===== src/rtl/core/a85lw_pkg.sv =====
`default_nettype none

package a85lw_pkg;

    // Printable characters produced by the encoder.
    localparam logic [7:0] CHAR_BANG  = 8'h21;
    localparam logic [7:0] CHAR_Z     = 8'h7A;
    localparam logic [7:0] CHAR_NL    = 8'h0A;
    localparam logic [7:0] CHAR_TILDE = 8'h7E;
    localparam logic [7:0] CHAR_GT    = 8'h3E;

    // Line width after reset and the narrowest width the wrap logic honors.
    localparam logic [7:0] LINE_WIDTH_RESET = 8'd64;
    localparam logic [7:0] LINE_WIDTH_MIN   = 8'd3;

    // Multiplicative inverse of 85 modulo 2**32, used for exact division.
    localparam logic [31:0] INV85 = 32'hFCFCFCFD;

    localparam int DIGITS = 5;

    // One base-85 digit value, 0..84, before the printable offset.
    typedef logic [6:0] digit_t;

    // Digits of one group, index 0 is the most significant.
    typedef digit_t [DIGITS-1:0] digits_t;

    // Per-group control carried alongside the digits.
    typedef struct packed {
        logic [2:0] ndig;
        logic       is_z;
        logic       fin;
    } grp_ctl_t;

    typedef struct packed {
        logic [31:0] quo;
        digit_t      rem;
    } div85_t;

    typedef enum logic [2:0] {
        SEQ_IDLE,
        SEQ_MAIN,
        SEQ_WRAP,
        SEQ_TNL,
        SEQ_TILDE,
        SEQ_GT
    } seq_state_t;

    // Divide by 85. Since 256 = 1 mod 255, the byte sum gives the value mod 255,
    // hence mod 85; the quotient then follows exactly from the inverse of 85.
    function automatic div85_t div85(input logic [31:0] q);
        logic [9:0] s;
        logic [8:0] s2;
        digit_t     r;
        div85_t     res;
        s  = {2'b00, q[7:0]} + {2'b00, q[15:8]} + {2'b00, q[23:16]} + {2'b00, q[31:24]};
        s2 = {1'b0, s[7:0]} + {7'b0, s[9:8]};
        if (s2 >= 9'd255)
        begin
            r = 7'(s2 - 9'd255);
        end
        else if (s2 >= 9'd170)
        begin
            r = 7'(s2 - 9'd170);
        end
        else if (s2 >= 9'd85)
        begin
            r = 7'(s2 - 9'd85);
        end
        else
        begin
            r = s2[6:0];
        end
        res.rem = r;
        res.quo = (q - {25'b0, r}) * INV85;
        return res;
    endfunction

endpackage

`default_nettype wire


===== src/rtl/core/ascii85_line_wrapped_encoder.sv =====
// ASCII85 encoder with line wrapping and a "~>" trailer.
//
// Input channel (in_valid/in_ready): one item is a group of up to four bytes,
// data_word with the first byte in bits 31..24, byte_count valid bytes and
// final_group. A group of fewer than four bytes always ends the stream.
// Output channel (out_valid/out_ready): one character per item transfer;
// last_char marks the final character caused by an input item.
// Configuration channel (cfg_valid/cfg_ready): writes line_width; cfg_ready is
// always high. Write it only while the encoder is idle.
//
// An accepted item passes through the input register, four divide-by-85 stages,
// the character sequencer and the output register.
// Throughput: one character per cycle while out_ready is high. An item yields
// 1 or 2 characters for 'z', 5 to 7 for a full group and up to 9 for a final
// group. The character sequencer sets these numbers.
// Reset: line width 64, column 0, all stages empty.
// Receiver stall: the output register holds its character; up to six more
// items are taken into the pipeline before in_ready drops.
`default_nettype none

module ascii85_line_wrapped_encoder (
    input  wire logic        clk,
    input  wire logic        rst_n,

    input  wire logic        cfg_valid,
    output logic             cfg_ready,
    input  wire logic [7:0]  line_width,

    input  wire logic        in_valid,
    output logic             in_ready,
    input  wire logic [31:0] data_word,
    input  wire logic [2:0]  byte_count,
    input  wire logic        final_group,

    output logic             out_valid,
    input  wire logic        out_ready,
    output logic [7:0]       out_char,
    output logic             last_char
);

    // Configuration register.
    logic [7:0] width_reg;

    // Pipeline valid bits, quotients, digits and group control.
    logic                   v0_reg, v1_reg, v2_reg, v3_reg, v4_reg;
    logic [31:0]            q0_reg;
    logic [25:0]            q1_reg;
    logic [19:0]            q2_reg;
    logic [12:0]            q3_reg;
    a85lw_pkg::digits_t     dg1_reg, dg2_reg, dg3_reg, dg4_reg;
    a85lw_pkg::grp_ctl_t    ctl0_reg, ctl1_reg, ctl2_reg, ctl3_reg, ctl4_reg;
    logic                   rdy1, rdy2, rdy3, rdy4;
    a85lw_pkg::div85_t      dv0, dv1, dv2, dv3;

    // Input preparation.
    logic [2:0]             cnt_c;
    logic [31:0]            word_m;
    a85lw_pkg::grp_ctl_t    ctl_in;

    // Character sequencer.
    a85lw_pkg::seq_state_t  state_reg, state_next;
    a85lw_pkg::digits_t     dg_reg;
    a85lw_pkg::grp_ctl_t    ctl_reg;
    logic [2:0]             idx_reg, idx_next;
    logic [7:0]             col_reg, col_next;
    logic [7:0]             col_inc;
    logic [7:0]             w_eff, wm1, wm2;
    logic                   more;
    logic                   emit;
    logic                   seq_take;
    logic [7:0]             ch;
    logic                   ch_last;
    logic                   wrap;

    // Output register.
    logic                   out_valid_reg, out_valid_next;
    logic [7:0]             out_char_reg;
    logic                   last_char_reg;

    assign cfg_ready = 1'b1;

    // Line width register.
    always_ff @(posedge clk or negedge rst_n)
    begin
        if (!rst_n)
        begin
            width_reg <= a85lw_pkg::LINE_WIDTH_RESET;
        end
        else if (cfg_valid && cfg_ready)
        begin
            width_reg <= line_width;
        end
    end

    // Clamp the byte count, clear unused bytes and classify the group.
    always_comb
    begin
        cnt_c = (byte_count > 3'd4) ? 3'd4 : byte_count;
        case (cnt_c)
            3'd0:    word_m = 32'd0;
            3'd1:    word_m = {data_word[31:24], 24'd0};
            3'd2:    word_m = {data_word[31:16], 16'd0};
            3'd3:    word_m = {data_word[31:8], 8'd0};
            default: word_m = data_word;
        endcase
        ctl_in.fin  = final_group || (cnt_c != 3'd4);
        ctl_in.is_z = (cnt_c == 3'd4) && (data_word == 32'd0);
        if (cnt_c == 3'd4)
        begin
            ctl_in.ndig = 3'd5;
        end
        else if (cnt_c == 3'd0)
        begin
            ctl_in.ndig = 3'd0;
        end
        else
        begin
            ctl_in.ndig = cnt_c + 3'd1;
        end
    end

    // Stall chain: a stage takes new data when it is empty or its data moves on.
    assign rdy4     = !v4_reg || seq_take;
    assign rdy3     = !v3_reg || rdy4;
    assign rdy2     = !v2_reg || rdy3;
    assign rdy1     = !v1_reg || rdy2;
    assign in_ready = !v0_reg || rdy1;

    // One division by 85 per stage; the remainders are the digits, least
    // significant first, and the last quotient is the leading digit.
    assign dv0 = a85lw_pkg::div85(q0_reg);
    assign dv1 = a85lw_pkg::div85({6'd0, q1_reg});
    assign dv2 = a85lw_pkg::div85({12'd0, q2_reg});
    assign dv3 = a85lw_pkg::div85({19'd0, q3_reg});

    // Pipeline valid bits.
    always_ff @(posedge clk or negedge rst_n)
    begin
        if (!rst_n)
        begin
            v0_reg <= 1'b0;
            v1_reg <= 1'b0;
            v2_reg <= 1'b0;
            v3_reg <= 1'b0;
            v4_reg <= 1'b0;
        end
        else
        begin
            if (in_ready)
            begin
                v0_reg <= in_valid;
            end
            if (rdy1)
            begin
                v1_reg <= v0_reg;
            end
            if (rdy2)
            begin
                v2_reg <= v1_reg;
            end
            if (rdy3)
            begin
                v3_reg <= v2_reg;
            end
            if (rdy4)
            begin
                v4_reg <= v3_reg;
            end
        end
    end

    // Pipeline payload; the lower digit slots are filled by the later stages.
    always_ff @(posedge clk)
    begin
        if (in_ready && in_valid)
        begin
            q0_reg   <= word_m;
            ctl0_reg <= ctl_in;
        end
        if (rdy1 && v0_reg)
        begin
            q1_reg   <= dv0.quo[25:0];
            dg1_reg  <= {dv0.rem, 28'd0};
            ctl1_reg <= ctl0_reg;
        end
        if (rdy2 && v1_reg)
        begin
            q2_reg   <= dv1.quo[19:0];
            dg2_reg  <= {dg1_reg[4], dv1.rem, 21'd0};
            ctl2_reg <= ctl1_reg;
        end
        if (rdy3 && v2_reg)
        begin
            q3_reg   <= dv2.quo[12:0];
            dg3_reg  <= {dg2_reg[4:3], dv2.rem, 14'd0};
            ctl3_reg <= ctl2_reg;
        end
        if (rdy4 && v3_reg)
        begin
            dg4_reg  <= {dg3_reg[4:2], dv3.rem, dv3.quo[6:0]};
            ctl4_reg <= ctl3_reg;
        end
    end

    // Effective wrap points.
    assign w_eff   = (width_reg < a85lw_pkg::LINE_WIDTH_MIN) ? a85lw_pkg::LINE_WIDTH_MIN
                                                             : width_reg;
    assign wm1     = w_eff - 8'd1;
    assign wm2     = w_eff - 8'd2;
    assign col_inc = col_reg + 8'd1;
    assign more    = !ctl_reg.is_z && ((idx_reg + 3'd1) < ctl_reg.ndig);

    // The sequencer emits when it holds a group and the output register frees up.
    assign emit     = (state_reg != a85lw_pkg::SEQ_IDLE) && (!out_valid_reg || out_ready);
    assign seq_take = v4_reg && ((state_reg == a85lw_pkg::SEQ_IDLE) || (emit && ch_last));

    // Sequencer next state, column tracking and character selection.
    always_comb
    begin
        state_next = state_reg;
        idx_next   = idx_reg;
        col_next   = col_reg;
        ch         = a85lw_pkg::CHAR_NL;
        ch_last    = 1'b0;
        wrap       = 1'b0;
        case (state_reg)
            a85lw_pkg::SEQ_IDLE:
            begin
                state_next = a85lw_pkg::SEQ_IDLE;
            end
            a85lw_pkg::SEQ_MAIN:
            begin
                ch   = ctl_reg.is_z ? a85lw_pkg::CHAR_Z
                                    : ({1'b0, dg_reg[idx_reg]} + a85lw_pkg::CHAR_BANG);
                wrap = ctl_reg.is_z ? (col_inc >= wm1) : (col_inc >= w_eff);
                if (wrap)
                begin
                    state_next = a85lw_pkg::SEQ_WRAP;
                    col_next   = 8'd0;
                end
                else if (more)
                begin
                    state_next = a85lw_pkg::SEQ_MAIN;
                    idx_next   = idx_reg + 3'd1;
                    col_next   = col_inc;
                end
                else if (ctl_reg.fin)
                begin
                    state_next = (col_inc > wm2) ? a85lw_pkg::SEQ_TNL : a85lw_pkg::SEQ_TILDE;
                    col_next   = col_inc;
                end
                else
                begin
                    state_next = a85lw_pkg::SEQ_IDLE;
                    col_next   = col_inc;
                    ch_last    = 1'b1;
                end
            end
            a85lw_pkg::SEQ_WRAP:
            begin
                ch = a85lw_pkg::CHAR_NL;
                if (more)
                begin
                    state_next = a85lw_pkg::SEQ_MAIN;
                    idx_next   = idx_reg + 3'd1;
                end
                else if (ctl_reg.fin)
                begin
                    // The column is zero here, so no extra newline precedes the trailer.
                    state_next = a85lw_pkg::SEQ_TILDE;
                end
                else
                begin
                    state_next = a85lw_pkg::SEQ_IDLE;
                    ch_last    = 1'b1;
                end
            end
            a85lw_pkg::SEQ_TNL:
            begin
                ch         = a85lw_pkg::CHAR_NL;
                state_next = a85lw_pkg::SEQ_TILDE;
            end
            a85lw_pkg::SEQ_TILDE:
            begin
                ch         = a85lw_pkg::CHAR_TILDE;
                state_next = a85lw_pkg::SEQ_GT;
            end
            a85lw_pkg::SEQ_GT:
            begin
                ch         = a85lw_pkg::CHAR_GT;
                state_next = a85lw_pkg::SEQ_IDLE;
                col_next   = 8'd0;
                ch_last    = 1'b1;
            end
            default:
            begin
                state_next = a85lw_pkg::SEQ_IDLE;
            end
        endcase
        if (!emit)
        begin
            state_next = state_reg;
            idx_next   = idx_reg;
            col_next   = col_reg;
        end
        // A new group starts at its first digit, or at the trailer or its newline when empty.
        if (seq_take)
        begin
            idx_next = 3'd0;
            if (ctl4_reg.is_z || (ctl4_reg.ndig != 3'd0))
            begin
                state_next = a85lw_pkg::SEQ_MAIN;
            end
            else
            begin
                state_next = (col_next > wm2) ? a85lw_pkg::SEQ_TNL : a85lw_pkg::SEQ_TILDE;
            end
        end
    end

    // Sequencer control registers.
    always_ff @(posedge clk or negedge rst_n)
    begin
        if (!rst_n)
        begin
            state_reg <= a85lw_pkg::SEQ_IDLE;
            idx_reg   <= 3'd0;
            col_reg   <= 8'd0;
        end
        else
        begin
            state_reg <= state_next;
            idx_reg   <= idx_next;
            col_reg   <= col_next;
        end
    end

    // Sequencer group payload.
    always_ff @(posedge clk)
    begin
        if (seq_take)
        begin
            dg_reg  <= dg4_reg;
            ctl_reg <= ctl4_reg;
        end
    end

    // Output register valid.
    always_comb
    begin
        if (emit)
        begin
            out_valid_next = 1'b1;
        end
        else if (out_ready)
        begin
            out_valid_next = 1'b0;
        end
        else
        begin
            out_valid_next = out_valid_reg;
        end
    end

    always_ff @(posedge clk or negedge rst_n)
    begin
        if (!rst_n)
        begin
            out_valid_reg <= 1'b0;
        end
        else
        begin
            out_valid_reg <= out_valid_next;
        end
    end

    // Output register payload.
    always_ff @(posedge clk)
    begin
        if (emit)
        begin
            out_char_reg  <= ch;
            last_char_reg <= ch_last;
        end
    end

    assign out_valid = out_valid_reg;
    assign out_char  = out_char_reg;
    assign last_char = last_char_reg;

    // The trailer always leaves the column at zero.
    a_col_reset: assert property (@(posedge clk) disable iff (!rst_n)
        (emit && (state_reg == a85lw_pkg::SEQ_GT)) |=> (col_reg == 8'd0))
        else $error("column not cleared after trailer");

    // Digit emission never runs past the digits of the group.
    a_idx_range: assert property (@(posedge clk) disable iff (!rst_n)
        (state_reg == a85lw_pkg::SEQ_MAIN) |-> (ctl_reg.is_z || (idx_reg < ctl_reg.ndig)))
        else $error("digit index beyond group length");

    // An empty input register always accepts.
    a_in_ready: assert property (@(posedge clk) disable iff (!rst_n)
        !v0_reg |-> in_ready)
        else $error("input stalled with empty input register");

    // The sequencer loads only a valid group.
    a_take_valid: assert property (@(posedge clk) disable iff (!rst_n)
        seq_take |-> v4_reg)
        else $error("sequencer loaded from an empty stage");

endmodule

`default_nettype wire


===== config.mk =====
export PLATFORM = sky130hd
export DESIGN_NAME = ascii85_line_wrapped_encoder
export DESIGN_NICKNAME = d
export VERILOG_FILES = /design/src/rtl/core/a85lw_pkg.sv /design/src/rtl/core/ascii85_line_wrapped_encoder.sv
export SDC_FILE = /design/constraint.sdc
export NUM_CORES = 1
export LEC_CHECK = 0
export BUFFER_PORTS_ARGS = -buffer_cell sky130_fd_sc_hd__clkbuf_2
export CORE_MARGIN = 8
export CORE_UTILIZATION = 40
export DETAILED_ROUTE_END_ITERATION = 8
export GPL_TIMING_DRIVEN = 0
export PLACE_DENSITY = 0.66
export SLEW_MARGIN = 20
export SYNTH_ARGS = -nofsm -noshare
export SYNTH_HDL_FRONTEND = slang
export SYNTH_SLANG_ARGS = --single-unit

===== constraint.sdc =====
create_clock -name clk -period 38.1 [get_ports clk]
set_clock_uncertainty 0.1 [all_clocks]
set_input_delay 7.62 -clock clk [delete_from_list [all_inputs] [get_ports clk]]
set_output_delay 7.62 -clock clk [all_outputs]
set_load 0.05 [all_outputs]

==> run_summary.xml, run 1 <==
<?xml version="1.0" encoding="UTF-8"?>
<metrics>
  <group name="synthesis">
    <metric name="postSynth.topFlopCell" unit="">edfxtp_1</metric>
    <metric name="synthesis.nets" unit="">3592</metric>
    <metric name="synth_compound_gate_area_share" unit="">0.0957</metric>
    <metric name="synth_area" unit="um^2">29600</metric>
    <metric name="syn_area_per_cell" unit="um^2">10.4</metric>
    <metric name="combinational_family_with_the_most_area_after_synthesis" unit="">adder cells</metric>
    <metric name="ys_seq_elements" unit="">270</metric>
    <metric name="synth_enable_flop_cells" unit="">242</metric>
    <metric name="yosysUniqueCellTypes" unit="">107</metric>
    <metric name="synth-simple-area-share" unit="">0.0883</metric>
    <metric name="ys_seq_area_frac" unit="">0.269</metric>
    <metric name="synth_area_leader_cell" unit="">edfxtp_1</metric>
    <metric name="post-synth-top-area-fraction" unit="">0.245</metric>
    <metric name="post_synth_inst_count" unit="">2840</metric>
    <metric name="synth-async-reset-ratio" unit="">0.104</metric>
    <metric name="synth.yosys.warnings" unit="">0</metric>
    <metric name="yosys.area_share.adder" unit="">0.371</metric>
    <metric name="post_synth_xor_area_fraction" unit="">0.0764</metric>
    <metric name="ys_top_cells_by_area" unit="">edfxtp_1 (25%), fa_1 (20%), ha_1 (17%), inv_1 (8.1%), xnor2_1 (5.8%)</metric>
    <metric name="yosys-mux-area-fraction" unit="">0.0122</metric>
  </group>
  <group name="timing">
    <metric name="worst_slew_pin_slew" unit="ns">1.10</metric>
    <metric name="final_period_minus_worst_setup_slack" unit="ns">17.74</metric>
    <metric name="drv_slew" unit="">0</metric>
    <metric name="final.setup.tns" unit="ns">0</metric>
    <metric name="finalCritPeriodShare" unit="">0.466</metric>
    <metric name="finalHoldWorstSlack" unit="ns">0.300</metric>
    <metric name="rsz0062_at_grt" unit="">false</metric>
    <metric name="worst_slew_margin_relative_to_its_limit" unit="">0.262</metric>
    <metric name="final_hold_viol_count" unit="">0</metric>
    <metric name="setup_viol" unit="">0</metric>
    <metric name="fmax" unit="MHz">56.4</metric>
  </group>
  <group name="floorplan">
    <metric name="design.die.area" unit="um^2">83000</metric>
    <metric name="rows" unit="">100</metric>
    <metric name="io_pins" unit="">61</metric>
    <metric name="floorplan.die.height" unit="um">288</metric>
    <metric name="fp.coreArea" unit="um^2">73900</metric>
    <metric name="start_util" unit="">0.401</metric>
    <metric name="floorplan.die.width" unit="um">288</metric>
  </group>
  <group name="global_routing">
    <metric name="gr_overflow_total" unit="">0</metric>
    <metric name="first_global_vias" unit="">19600</metric>
    <metric name="grt_first_pass_wirelength" unit="um">98200</metric>
    <metric name="grt_use_total" unit="">0.143</metric>
    <metric name="grt_max_degree" unit="">33</metric>
    <metric name="antenna_found_initial" unit="">0</metric>
  </group>
  <group name="critical_path">
    <metric name="worstSetupPathType" unit="">input pin to primary output</metric>
    <metric name="cp-startpoint" unit="">out_ready</metric>
    <metric name="timing.critical_path.buf_inv" unit="">3</metric>
    <metric name="endpoint_kind" unit="">primary output</metric>
    <metric name="cp.required" unit="ns">30.38</metric>
    <metric name="crit_path_max_fanout" unit="">7</metric>
    <metric name="crit-reg2reg-launch" unit="">q0_reg[17]</metric>
    <metric name="chain_of_cells_forming_the_critical_path" unit="">clkbuf_2, nor2b_1, o21ai_0, a2bb2oi_1, and3_1, and3_1, clkbuf_1, nand3_1, clkbuf_2</metric>
    <metric name="cp_slowest_stage_delay" unit="ns">0.42</metric>
    <metric name="critical-path-slowest-cell" unit="">nor2b_1</metric>
    <metric name="setup.worst_path.start_class" unit="">input pin</metric>
    <metric name="worst-r2r-setup-slack" unit="ns">22.97</metric>
    <metric name="worst-r2r-cell-count" unit="">52</metric>
    <metric name="critPathArrivalTime" unit="ns">10.02</metric>
    <metric name="r2r-end" unit="">q1_reg[25]</metric>
    <metric name="cpLargestDelayFamily" unit="">simple AND/OR/NAND/NOR gates</metric>
  </group>
  <group name="route">
    <metric name="number_of_search_and_repair_iterations_in_the_first_detailed_routing_pass" unit="">5</metric>
    <metric name="post-route-drc-count" unit="">0</metric>
    <metric name="ant_nets" unit="">0</metric>
    <metric name="vias_per_cell" unit="">4.97</metric>
    <metric name="avgRoutedWirePerCell" unit="um">14.9</metric>
    <metric name="route.vias.total" unit="">19600</metric>
    <metric name="drt-total-wl" unit="um">58700</metric>
    <metric name="drt_first_iter_violations" unit="">1096</metric>
  </group>
  <group name="min_path">
    <metric name="whs_endpoint" unit="">ctl4_reg[4]</metric>
    <metric name="hp-start" unit="">ctl3_reg[4]</metric>
    <metric name="timing.hold.worst_path_depth" unit="">0</metric>
    <metric name="timing.hold.worst.class" unit="">flop to flop</metric>
  </group>
  <group name="final_layout">
    <metric name="antennaDiodeCount" unit="">0</metric>
    <metric name="nets_finish" unit="">3690</metric>
    <metric name="fillers" unit="">7000</metric>
    <metric name="layout.core_utilization" unit="">0.439</metric>
    <metric name="syn_to_final_growth" unit="%">9.57</metric>
    <metric name="drive_gt1_frac" unit="">0.0706</metric>
  </group>
  <group name="clocking">
    <metric name="root_buffer" unit="">clkbuf_16</metric>
    <metric name="clock_buffer_depth" unit="">3</metric>
    <metric name="post-cts-setup-buffer-count" unit="">0</metric>
    <metric name="clock-sinks" unit="">270</metric>
    <metric name="cts-htree-levels" unit="">1</metric>
    <metric name="cts.clk_slew.worst_paths" unit="ns">0.06</metric>
    <metric name="numCtsBuffers" unit="">31</metric>
    <metric name="cts.hold.buffers_added" unit="">0</metric>
    <metric name="clkLatencyLatePin" unit="ns">0.59</metric>
    <metric name="ctsResizeCount" unit="">0</metric>
    <metric name="tritoncts_clock_tree" unit="">built</metric>
  </group>
  <group name="placement">
    <metric name="io_buffers" unit="">59</metric>
    <metric name="gp_routability_congestion" unit="">0.898</metric>
    <metric name="post-dp-hpwl" unit="um">49600</metric>
  </group>
  <group name="job">
    <metric name="cap_violations" unit="">0</metric>
  </group>
  <group name="status">
    <metric name="outcome" unit="">complete, no violations</metric>
  </group>
</metrics>
==> cell usage after synthesis, drive strengths merged (12+ instances only) <==
cell type and count:
nor4 23, a31oi 15, a21o 36, o21a 26
xor2 57, nand2 106, nand2b 22, o211ai 12
nand3 51, xnor2 197, or2 17, nor2 92
o21ai 91, inv 644, buf 13, edfxtp 242
dfrtp 27, o21bai 16, nand4 15, and3 27
a21oi 101, nor3 38, a211oi 18, clkbuf 17
and2 12, nor2b 57, fa 294, ha 409
==> logic make-up (layout without fill, tap and decap cells) <==
family | after synthesis | in the layout
adder cells (fa/ha/maj) | 703 | 703
AO/OA/AOI/OAI | 411 | 411
multiplexers | 26 | 26
AND/OR/NAND/NOR | 499 | 499
flip-flops | 270 | 270
buffers and inverters | 675 | 797
XOR/XNOR | 255 | 255
other | 1 | 1
==> layout by cell type (no fill, tap or decap), drive strengths merged, types with 11 or more instances in the layout <==
master,n
inv,647
ha,409
fa,294
edfxtp,242
xnor2,197
clkbuf,110
nand2,106
a21oi,101
nor2,92
o21ai,91
xor2,57
nor2b,57
nand3,51
nor3,38
a21o,36
and3,27
dfrtp,27
o21a,26
nor4,23
nand2b,22
buf,19
a211oi,18
or2,17
o21bai,16
nand4,15
a31oi,15
and2,12
o211ai,12
clkinv,12
mux2i,11
==> worst reg2reg max path, delay by kind of cell (launching register included) <==
family | cells | cell delay, ns
DFF | 1 | 0.42
AOI/OAI and AO/OA | 18 | 3.68
and+or+nand+nor | 6 | 1.16
xor gates and xnor gates | 5 | 2.38
buffers and inverters | 9 | 1.13
adders and majority gates | 14 | 5.97
==> routing by layer <==
layer  vias to the layer above  global-route usage  wire length (um)
li1                       9637                   -                 -
met4                         0              0.0239               860
met5                         -                   0                 0
met1                      9501               0.203             27500
met2                       358               0.239             28000
met3                        57              0.0137              2380
==> layout make-up <==
| class | count | area, um^2 | area share |
|---|---|---|---|
| Buffer | 30 | 156 | 0.00482 |
| Clock buffer | 34 | 787 | 0.0242 |
| Clock inverter | 23 | 330 | 0.0102 |
| Inverter | 645 | 2420 | 0.0746 |
| Multi-Input combinational cell | 1895 | 19100 | 0.590 |
| Sequential cell | 270 | 7970 | 0.245 |
| Tap cell | 969 | 1210 | 0.0373 |
| Timing Repair Buffer | 65 | 445 | 0.0137 |
==> metrics by stage <==
step,cells,instance area [um^2],worst slack (ns)
6_report,3931,32500,20.36
5_1_grt,3931,32500,20.18
4_1_cts,3931,32500,20.34
3_5_place_dp,3874,31300,20.41
3_3_place_gp,3868,31100,20.78
2_1_floorplan,2840,29600,21.17
==> worst max path at each step <==
stage	end	slack, ns	cells past startpoint
5_1_grt	in_ready	20.18	9
4_1_cts	in_ready	20.34	9
3_5_place_dp	in_ready	20.41	9
6_report	in_ready	20.36	9
2_1_floorplan	in_ready	21.17	8
3_3_place_gp	in_ready	20.78	10
Power of run 1 is not shown: default switching activity piles up to over one toggle a cycle in this logic, so the estimate is an artifact.
==> run 2, diff against run 1 <==
- ABC_AREA: not set -> 1
- PLACE_DENSITY: 0.66 -> 0.68
- clock period: 38.1 -> 14.95 ns (I/O delays scaled with it)
==> run 2 against run 1 <==
Worst hold slack gained 0.016 ns; critical path depth increased by 51; synthesized cell count increased by 21%; register-to-register slack worse by 22 ns; final area up 2.1%; count of clock-buffer cells in the layout is the same; flip-flop and latch count is the same; worst setup slack worse by 19 ns; synthesized area grew 3.1%; critical path type is now flop to flop; utilization fell by 0.19 points; via count is 9.1% higher.
==> run_summary.xml, run 2 <==
<?xml version="1.0" encoding="UTF-8"?>
<metrics>
  <group name="timing">
    <metric name="fmax" unit="MHz">73.7</metric>
    <metric name="rsz0062_at_grt" unit="">false</metric>
    <metric name="drv_slew" unit="">0</metric>
    <metric name="setup_viol" unit="">0</metric>
    <metric name="final_period_minus_worst_setup_slack" unit="ns">13.57</metric>
    <metric name="worst_slew_pin_slew" unit="ns">0.967</metric>
    <metric name="final_hold_viol_count" unit="">0</metric>
    <metric name="final.setup.tns" unit="ns">0</metric>
    <metric name="worst_slew_margin_relative_to_its_limit" unit="">0.350</metric>
    <metric name="finalCritPeriodShare" unit="">0.908</metric>
  </group>
  <group name="critical_path">
    <metric name="critPathMostFrequentCell" unit="">nand2_1</metric>
    <metric name="worst-r2r-setup-slack" unit="ns">1.38</metric>
    <metric name="timing.critical_path.buf_inv" unit="">12</metric>
    <metric name="worstSetupPathType" unit="">flop to flop</metric>
    <metric name="cpLargestDelayFamily" unit="">adder cells</metric>
    <metric name="crit_path_max_fanout" unit="">10</metric>
    <metric name="setup.worst_path.start_class" unit="">flop</metric>
    <metric name="endpoint_kind" unit="">flop</metric>
    <metric name="cp_slowest_stage_delay" unit="ns">0.59</metric>
    <metric name="critical-path-slowest-cell" unit="">fa_1</metric>
    <metric name="critPathArrivalTime" unit="ns">13.78</metric>
    <metric name="cp.required" unit="ns">15.15</metric>
  </group>
  <group name="placement">
    <metric name="post-dp-hpwl" unit="um">52200</metric>
    <metric name="place.detailed.instances" unit="">4488</metric>
    <metric name="io_buffers" unit="">59</metric>
    <metric name="gp_routability_congestion" unit="">0.894</metric>
  </group>
  <group name="global_routing">
    <metric name="grt_first_pass_wirelength" unit="um">105000</metric>
    <metric name="first_global_vias" unit="">21700</metric>
    <metric name="antenna_found_initial" unit="">0</metric>
    <metric name="grt_max_degree" unit="">38</metric>
    <metric name="gr_overflow_total" unit="">0</metric>
    <metric name="grt_use_total" unit="">0.146</metric>
  </group>
  <group name="final_layout">
    <metric name="antennaDiodeCount" unit="">0</metric>
    <metric name="drive_gt1_frac" unit="">0.0640</metric>
    <metric name="layout.core_utilization" unit="">0.437</metric>
    <metric name="most_common_library_cell_in_the_layout_ignoring_fill_and_taps" unit="">inv_1</metric>
    <metric name="nets_finish" unit="">4293</metric>
    <metric name="layout.cells.non_filler" unit="">4541</metric>
    <metric name="syn_to_final_growth" unit="%">8.46</metric>
    <metric name="most-common-layout-cells" unit="">inv_1 (864), nand2_1 (613), ha_1 (409)</metric>
  </group>
  <group name="floorplan">
    <metric name="rows" unit="">101</metric>
    <metric name="design.die.area" unit="um^2">85500</metric>
    <metric name="floorplan.die.height" unit="um">292</metric>
    <metric name="start_util" unit="">0.403</metric>
    <metric name="io_pins" unit="">61</metric>
    <metric name="floorplan.die.width" unit="um">292</metric>
    <metric name="fp.coreArea" unit="um^2">75800</metric>
  </group>
  <group name="synthesis">
    <metric name="post_synth_inst_count" unit="">3446</metric>
    <metric name="synth-async-reset-ratio" unit="">0.104</metric>
    <metric name="syn_area_per_cell" unit="um^2">8.87</metric>
    <metric name="ys_seq_elements" unit="">270</metric>
    <metric name="post-synth-top-area-fraction" unit="">0.238</metric>
    <metric name="synth_enable_flop_cells" unit="">242</metric>
    <metric name="synth.yosys.warnings" unit="">0</metric>
    <metric name="synthMostInstantiatedCell" unit="">inv_1</metric>
    <metric name="ys_top_cells_by_area" unit="">edfxtp_1 (24%), fa_1 (19%), ha_1 (17%), inv_1 (11%), nand2_1 (7.5%)</metric>
    <metric name="commonest_cells_in_the_synthesized_netlist" unit="">inv_1 (868), nand2_1 (613), ha_1 (409), fa_1 (294), edfxtp_1 (242)</metric>
    <metric name="synth_area" unit="um^2">30600</metric>
    <metric name="ys_seq_area_frac" unit="">0.261</metric>
    <metric name="synth_area_leader_cell" unit="">edfxtp_1</metric>
    <metric name="yosysUniqueCellTypes" unit="">57</metric>
    <metric name="synthesis.nets" unit="">4198</metric>
    <metric name="postSynth.topFlopCell" unit="">edfxtp_1</metric>
  </group>
  <group name="clocking">
    <metric name="cts-htree-levels" unit="">1</metric>
    <metric name="clock_buffer_depth" unit="">3</metric>
    <metric name="post-cts-setup-buffer-count" unit="">0</metric>
    <metric name="tritoncts_clock_tree" unit="">built</metric>
    <metric name="clkLatencyLatePin" unit="ns">0.57</metric>
    <metric name="ctsResizeCount" unit="">0</metric>
    <metric name="root_buffer" unit="">clkbuf_16</metric>
    <metric name="cts.clk_slew.worst_paths" unit="ns">0.06</metric>
    <metric name="cts.hold.buffers_added" unit="">0</metric>
    <metric name="numCtsBuffers" unit="">29</metric>
    <metric name="clock-sinks" unit="">270</metric>
  </group>
  <group name="route">
    <metric name="number_of_search_and_repair_iterations_in_the_first_detailed_routing_pass" unit="">5</metric>
    <metric name="avgRoutedWirePerCell" unit="um">13.5</metric>
    <metric name="post-route-drc-count" unit="">0</metric>
    <metric name="drt-total-wl" unit="um">61100</metric>
    <metric name="vias_per_cell" unit="">4.70</metric>
    <metric name="ant_nets" unit="">0</metric>
    <metric name="drt_first_iter_violations" unit="">1097</metric>
    <metric name="route.vias.total" unit="">21300</metric>
  </group>
  <group name="status">
    <metric name="outcome" unit="">complete, no violations</metric>
  </group>
  <group name="min_path">
    <metric name="timing.hold.worst.class" unit="">flop to flop</metric>
  </group>
  <group name="job">
    <metric name="cap_violations" unit="">0</metric>
  </group>
</metrics>
-- run 2: cell count changes after synthesis, moves of 25 or more --
cell	delta
nor2_1	+89
nor2b_1	-57
a21o_1	-26
xnor2_1	-135
inv_1	+225
nand2_1	+507
nand3_1	+66
xor2_1	+98
and3_1	-26
o21a_1	-25
-- run 2: through the flow --
stage          setup WS (ns)  area [um^2]  hold WS [ns]
3_5_place_dp            1.44        32200         0.305
3_3_place_gp            1.57        32100         0.301
6_report                1.38        33100         0.316
2_1_floorplan           3.21        30600         0.300
5_1_grt                0.269        33100         0.322
4_1_cts                 1.38        33100         0.318
-- run 2: cells by family after synthesis --
family                   synth area share
AND/OR/NAND/NOR                     0.146
buffers and inverters               0.113
adder cells (fa/ha/maj)             0.360
AO/OA/AOI/OAI                      0.0567
flip-flops                          0.261
XOR/XNOR                           0.0632
other                            0.000123
-- run 2: path summary, 6_finish.rpt --
check,to,cells after the start,startpoint
max,q1_reg[25],60,q0_reg[17]
min,ctl3_reg[4],0,ctl2_reg[4]
max reg2reg,q1_reg[25],60,q0_reg[17]
min reg2reg,ctl3_reg[4],0,ctl2_reg[4]
max in group asynchronous,col_reg[5],1,rst_n
min in group asynchronous,v0_reg,1,rst_n
-- run 2: routing by layer --
metal | track usage | vias to the layer above | part of all wire
li1 | - | 10900 | -
met5 | 0 | - | 0
met1 | 0.196 | 9991 | 0.47
met3 | 0.0199 | 74 | 0.043
met2 | 0.250 | 346 | 0.47
met4 | 0.0293 | 0 | 0.020
-- run 2: final cells by class --
| cell class | count | area, um^2 |
|---|---|---|
| buffer | 16 | 98.8 |
| clock buffer | 34 | 744 |
| clock inverter | 19 | 190 |
| fill | 7329 | 42700 |
| inverter | 895 | 3360 |
| multi-input combinational | 2265 | 19100 |
| sequential | 270 | 7970 |
| tap | 978 | 1220 |
| timing repair buffer | 64 | 403 |
-- run 2: worst reg2reg max path: cells and delay by family (launching register included) --
kind | cells | cell delay [ns]
AOI/OAI and AO/OA | 3 | 0.58
adders and majority gates | 15 | 6.67
DFF | 1 | 0.42
xor gates and xnor gates | 2 | 0.56
and+or+nand+nor | 28 | 3.78
buffers and inverters | 12 | 1.19
Power of run 2 is left out for the same reason.
==> run 3, diff against run 2 <==
- ABC_AREA: 1 -> 0
==> run 3 against run 2 <==
Global-route usage decreased by 0.056 points; via count decreased by 8.2%; first-iteration DRC count increased by 12%; final area decreased by 1.7%; critical path depth decreased by 10; worst setup slack got worse by 0.57 ns; non-clock buffer count increased by 20; maximum frequency decreased by 4.0%; register-to-register slack got worse by 0.57 ns; utilization increased by 0.36 points; die area decreased by 2.9%; highest routed layer unchanged.
==> run_summary.xml, run 3 (synthesis results as in run 1) <==
<?xml version="1.0" encoding="UTF-8"?>
<metrics>
  <group name="timing">
    <metric name="final_period_minus_worst_setup_slack" unit="ns">14.14</metric>
    <metric name="final.setup.tns" unit="ns">0</metric>
    <metric name="worst_slew_pin_slew" unit="ns">1.11</metric>
    <metric name="fmax" unit="MHz">70.7</metric>
    <metric name="final_hold_viol_count" unit="">0</metric>
    <metric name="worst_slew_margin_relative_to_its_limit" unit="">0.256</metric>
    <metric name="finalHoldWorstSlack" unit="ns">0.312</metric>
    <metric name="setup_viol" unit="">0</metric>
    <metric name="finalCritPeriodShare" unit="">0.946</metric>
    <metric name="drv_slew" unit="">0</metric>
  </group>
  <group name="critical_path">
    <metric name="timing.critical_path.buf_inv" unit="">7</metric>
    <metric name="endpoint_kind" unit="">flop</metric>
    <metric name="termination_of_the_worst_setup_path" unit="">q1_reg[25]</metric>
    <metric name="crit-reg2reg-launch" unit="">q0_reg[9]</metric>
    <metric name="setup.worst_path.start_class" unit="">flop</metric>
    <metric name="worstSetupPathType" unit="">flop to flop</metric>
    <metric name="worst-r2r-setup-slack" unit="ns">0.81</metric>
    <metric name="worst-path-stages" unit="">50</metric>
    <metric name="worst-r2r-cell-count" unit="">50</metric>
    <metric name="cp-startpoint" unit="">q0_reg[9]</metric>
    <metric name="cp_slowest_stage_delay" unit="ns">0.70</metric>
    <metric name="critical-path-slowest-cell" unit="">fa_1</metric>
    <metric name="cp.required" unit="ns">15.16</metric>
    <metric name="critPathMostFrequentCell" unit="">xnor2_1</metric>
    <metric name="crit_path_max_fanout" unit="">9</metric>
    <metric name="r2r-end" unit="">q1_reg[25]</metric>
    <metric name="cpLargestDelayFamily" unit="">adder cells</metric>
    <metric name="critPathArrivalTime" unit="ns">14.36</metric>
  </group>
  <group name="clocking">
    <metric name="clock_buffer_depth" unit="">3</metric>
    <metric name="root_buffer" unit="">clkbuf_16</metric>
    <metric name="numCtsBuffers" unit="">30</metric>
    <metric name="cts.hold.buffers_added" unit="">0</metric>
    <metric name="clock-sinks" unit="">270</metric>
    <metric name="clkLatencyLatePin" unit="ns">0.57</metric>
    <metric name="cts-htree-levels" unit="">1</metric>
    <metric name="tritoncts_clock_tree" unit="">built</metric>
    <metric name="cts.clk_slew.worst_paths" unit="ns">0.07</metric>
  </group>
  <group name="route">
    <metric name="routed_wire_length_on_met2" unit="um">28200</metric>
    <metric name="number_of_search_and_repair_iterations_in_the_first_detailed_routing_pass" unit="">5</metric>
    <metric name="post-route-drc-count" unit="">0</metric>
    <metric name="avgRoutedWirePerCell" unit="um">15.1</metric>
    <metric name="vias_per_cell" unit="">4.98</metric>
    <metric name="ant_nets" unit="">0</metric>
    <metric name="drt-total-wl" unit="um">59400</metric>
    <metric name="route.vias.total" unit="">19600</metric>
    <metric name="met3_length" unit="um">2450</metric>
    <metric name="drt-met1-wl" unit="um">27500</metric>
    <metric name="dr.max_layer_used" unit="">met4</metric>
    <metric name="drt_first_iter_violations" unit="">1226</metric>
  </group>
  <group name="global_routing">
    <metric name="grt_max_degree" unit="">32</metric>
    <metric name="grt_use_total" unit="">0.145</metric>
    <metric name="first_global_vias" unit="">20000</metric>
    <metric name="grt_first_pass_wirelength" unit="um">99600</metric>
    <metric name="gr_overflow_total" unit="">0</metric>
    <metric name="antenna_found_initial" unit="">0</metric>
  </group>
  <group name="floorplan">
    <metric name="design.die.area" unit="um^2">83000</metric>
    <metric name="fp.coreArea" unit="um^2">73900</metric>
    <metric name="rows" unit="">100</metric>
    <metric name="start_util" unit="">0.401</metric>
    <metric name="floorplan.die.height" unit="um">288</metric>
    <metric name="floorplan.die.width" unit="um">288</metric>
    <metric name="io_pins" unit="">61</metric>
  </group>
  <group name="status">
    <metric name="outcome" unit="">complete, no violations</metric>
  </group>
  <group name="job">
    <metric name="cap_violations" unit="">0</metric>
  </group>
  <group name="placement">
    <metric name="post-dp-hpwl" unit="um">49800</metric>
    <metric name="io_buffers" unit="">59</metric>
    <metric name="placement.cell_area" unit="um^2">31400</metric>
    <metric name="gp_routability_congestion" unit="">0.889</metric>
    <metric name="place.detailed.instances" unit="">3875</metric>
  </group>
  <group name="final_layout">
    <metric name="most-common-layout-cells" unit="">inv_1 (643), ha_1 (409), fa_1 (294)</metric>
    <metric name="antennaDiodeCount" unit="">0</metric>
    <metric name="drive_gt1_frac" unit="">0.0769</metric>
    <metric name="layout.cells.non_filler" unit="">3935</metric>
    <metric name="nets_finish" unit="">3694</metric>
    <metric name="most_common_library_cell_in_the_layout_ignoring_fill_and_taps" unit="">inv_1</metric>
    <metric name="stdcell_area" unit="um^2">32600</metric>
    <metric name="syn_to_final_growth" unit="%">10.0</metric>
    <metric name="fillers" unit="">6810</metric>
  </group>
  <group name="min_path">
    <metric name="timing.hold.worst.class" unit="">flop to flop</metric>
  </group>
</metrics>
-- run 3: cell types whose count changed in the layout (fill, tap and decap cells not counted), moves of 55 or more --
| cell | before | now |
|---|---|---|
| inv_1 | 864 | 643 |
| nand2_1 | 613 | 106 |
| nand3_1 | 117 | 51 |
| nor2_1 | 179 | 90 |
| nor2b_1 | 0 | 55 |
| xnor2_1 | 60 | 183 |
| xor2_1 | 155 | 54 |
-- run 3: worst min path at each step --
stage,start,endpoint,cells after the start
final,dg3_reg[20],dg4_reg[20],0
after global routing,dg3_reg[20],dg4_reg[20],0
after CTS,dg3_reg[20],dg4_reg[20],0
after detailed placement,ctl0_reg[4],ctl1_reg[4],0
after global placement,dg4_reg[9],dg_reg[9],0
after floorplan,ctl0_reg[0],ctl1_reg[0],0
-- run 3: area by class of cell --
type | count | area [um^2] | share of cell area
plain buffers | 30 | 156 | 0.00480
flip-flops and latches | 270 | 7970 | 0.245
repair buffers | 70 | 495 | 0.0152
clock inverters | 21 | 254 | 0.00779
clock buffers | 35 | 769 | 0.0236
well taps | 969 | 1210 | 0.0372
multi-input cells | 1895 | 19300 | 0.593
inverters | 645 | 2420 | 0.0743
-- run 3: layer usage --
metal,global-route usage,vias to the layer above
met5,0,-
met4,0.0326,0
met3,0.0154,73
met2,0.244,351
met1,0.201,9525
li1,-,9632
-- run 3: worst reg2reg max path: cells and delay by family (launching register included) --
family	cells	cell delay, ns
and+or+nand+nor	5	0.81
xor gates and xnor gates	12	2.43
adders and majority gates	14	6.26
buffers and inverters	7	0.78
AOI/OAI and AO/OA	12	2.91
DFF	1	0.56
-- run 3: what timing repair did --
item	4_1_cts	5_1_grt
hold endpoints to repair	0	0
gates resized for setup	0	24
endpoints found under the setup margin	0	11
buffers inserted	0	4
-- run 3: stage by stage --
stage / utilization / setup slack [ns]
6_report: 0.441 / 0.808
3_5_place_dp: 0.424 / 0.129
3_3_place_gp: 0.421 / 0.111
5_1_grt: 0.441 / -0.0166
4_1_cts: 0.438 / 0.0564
2_1_floorplan: - / 2.28
Power of run 3 is left out for the same reason.
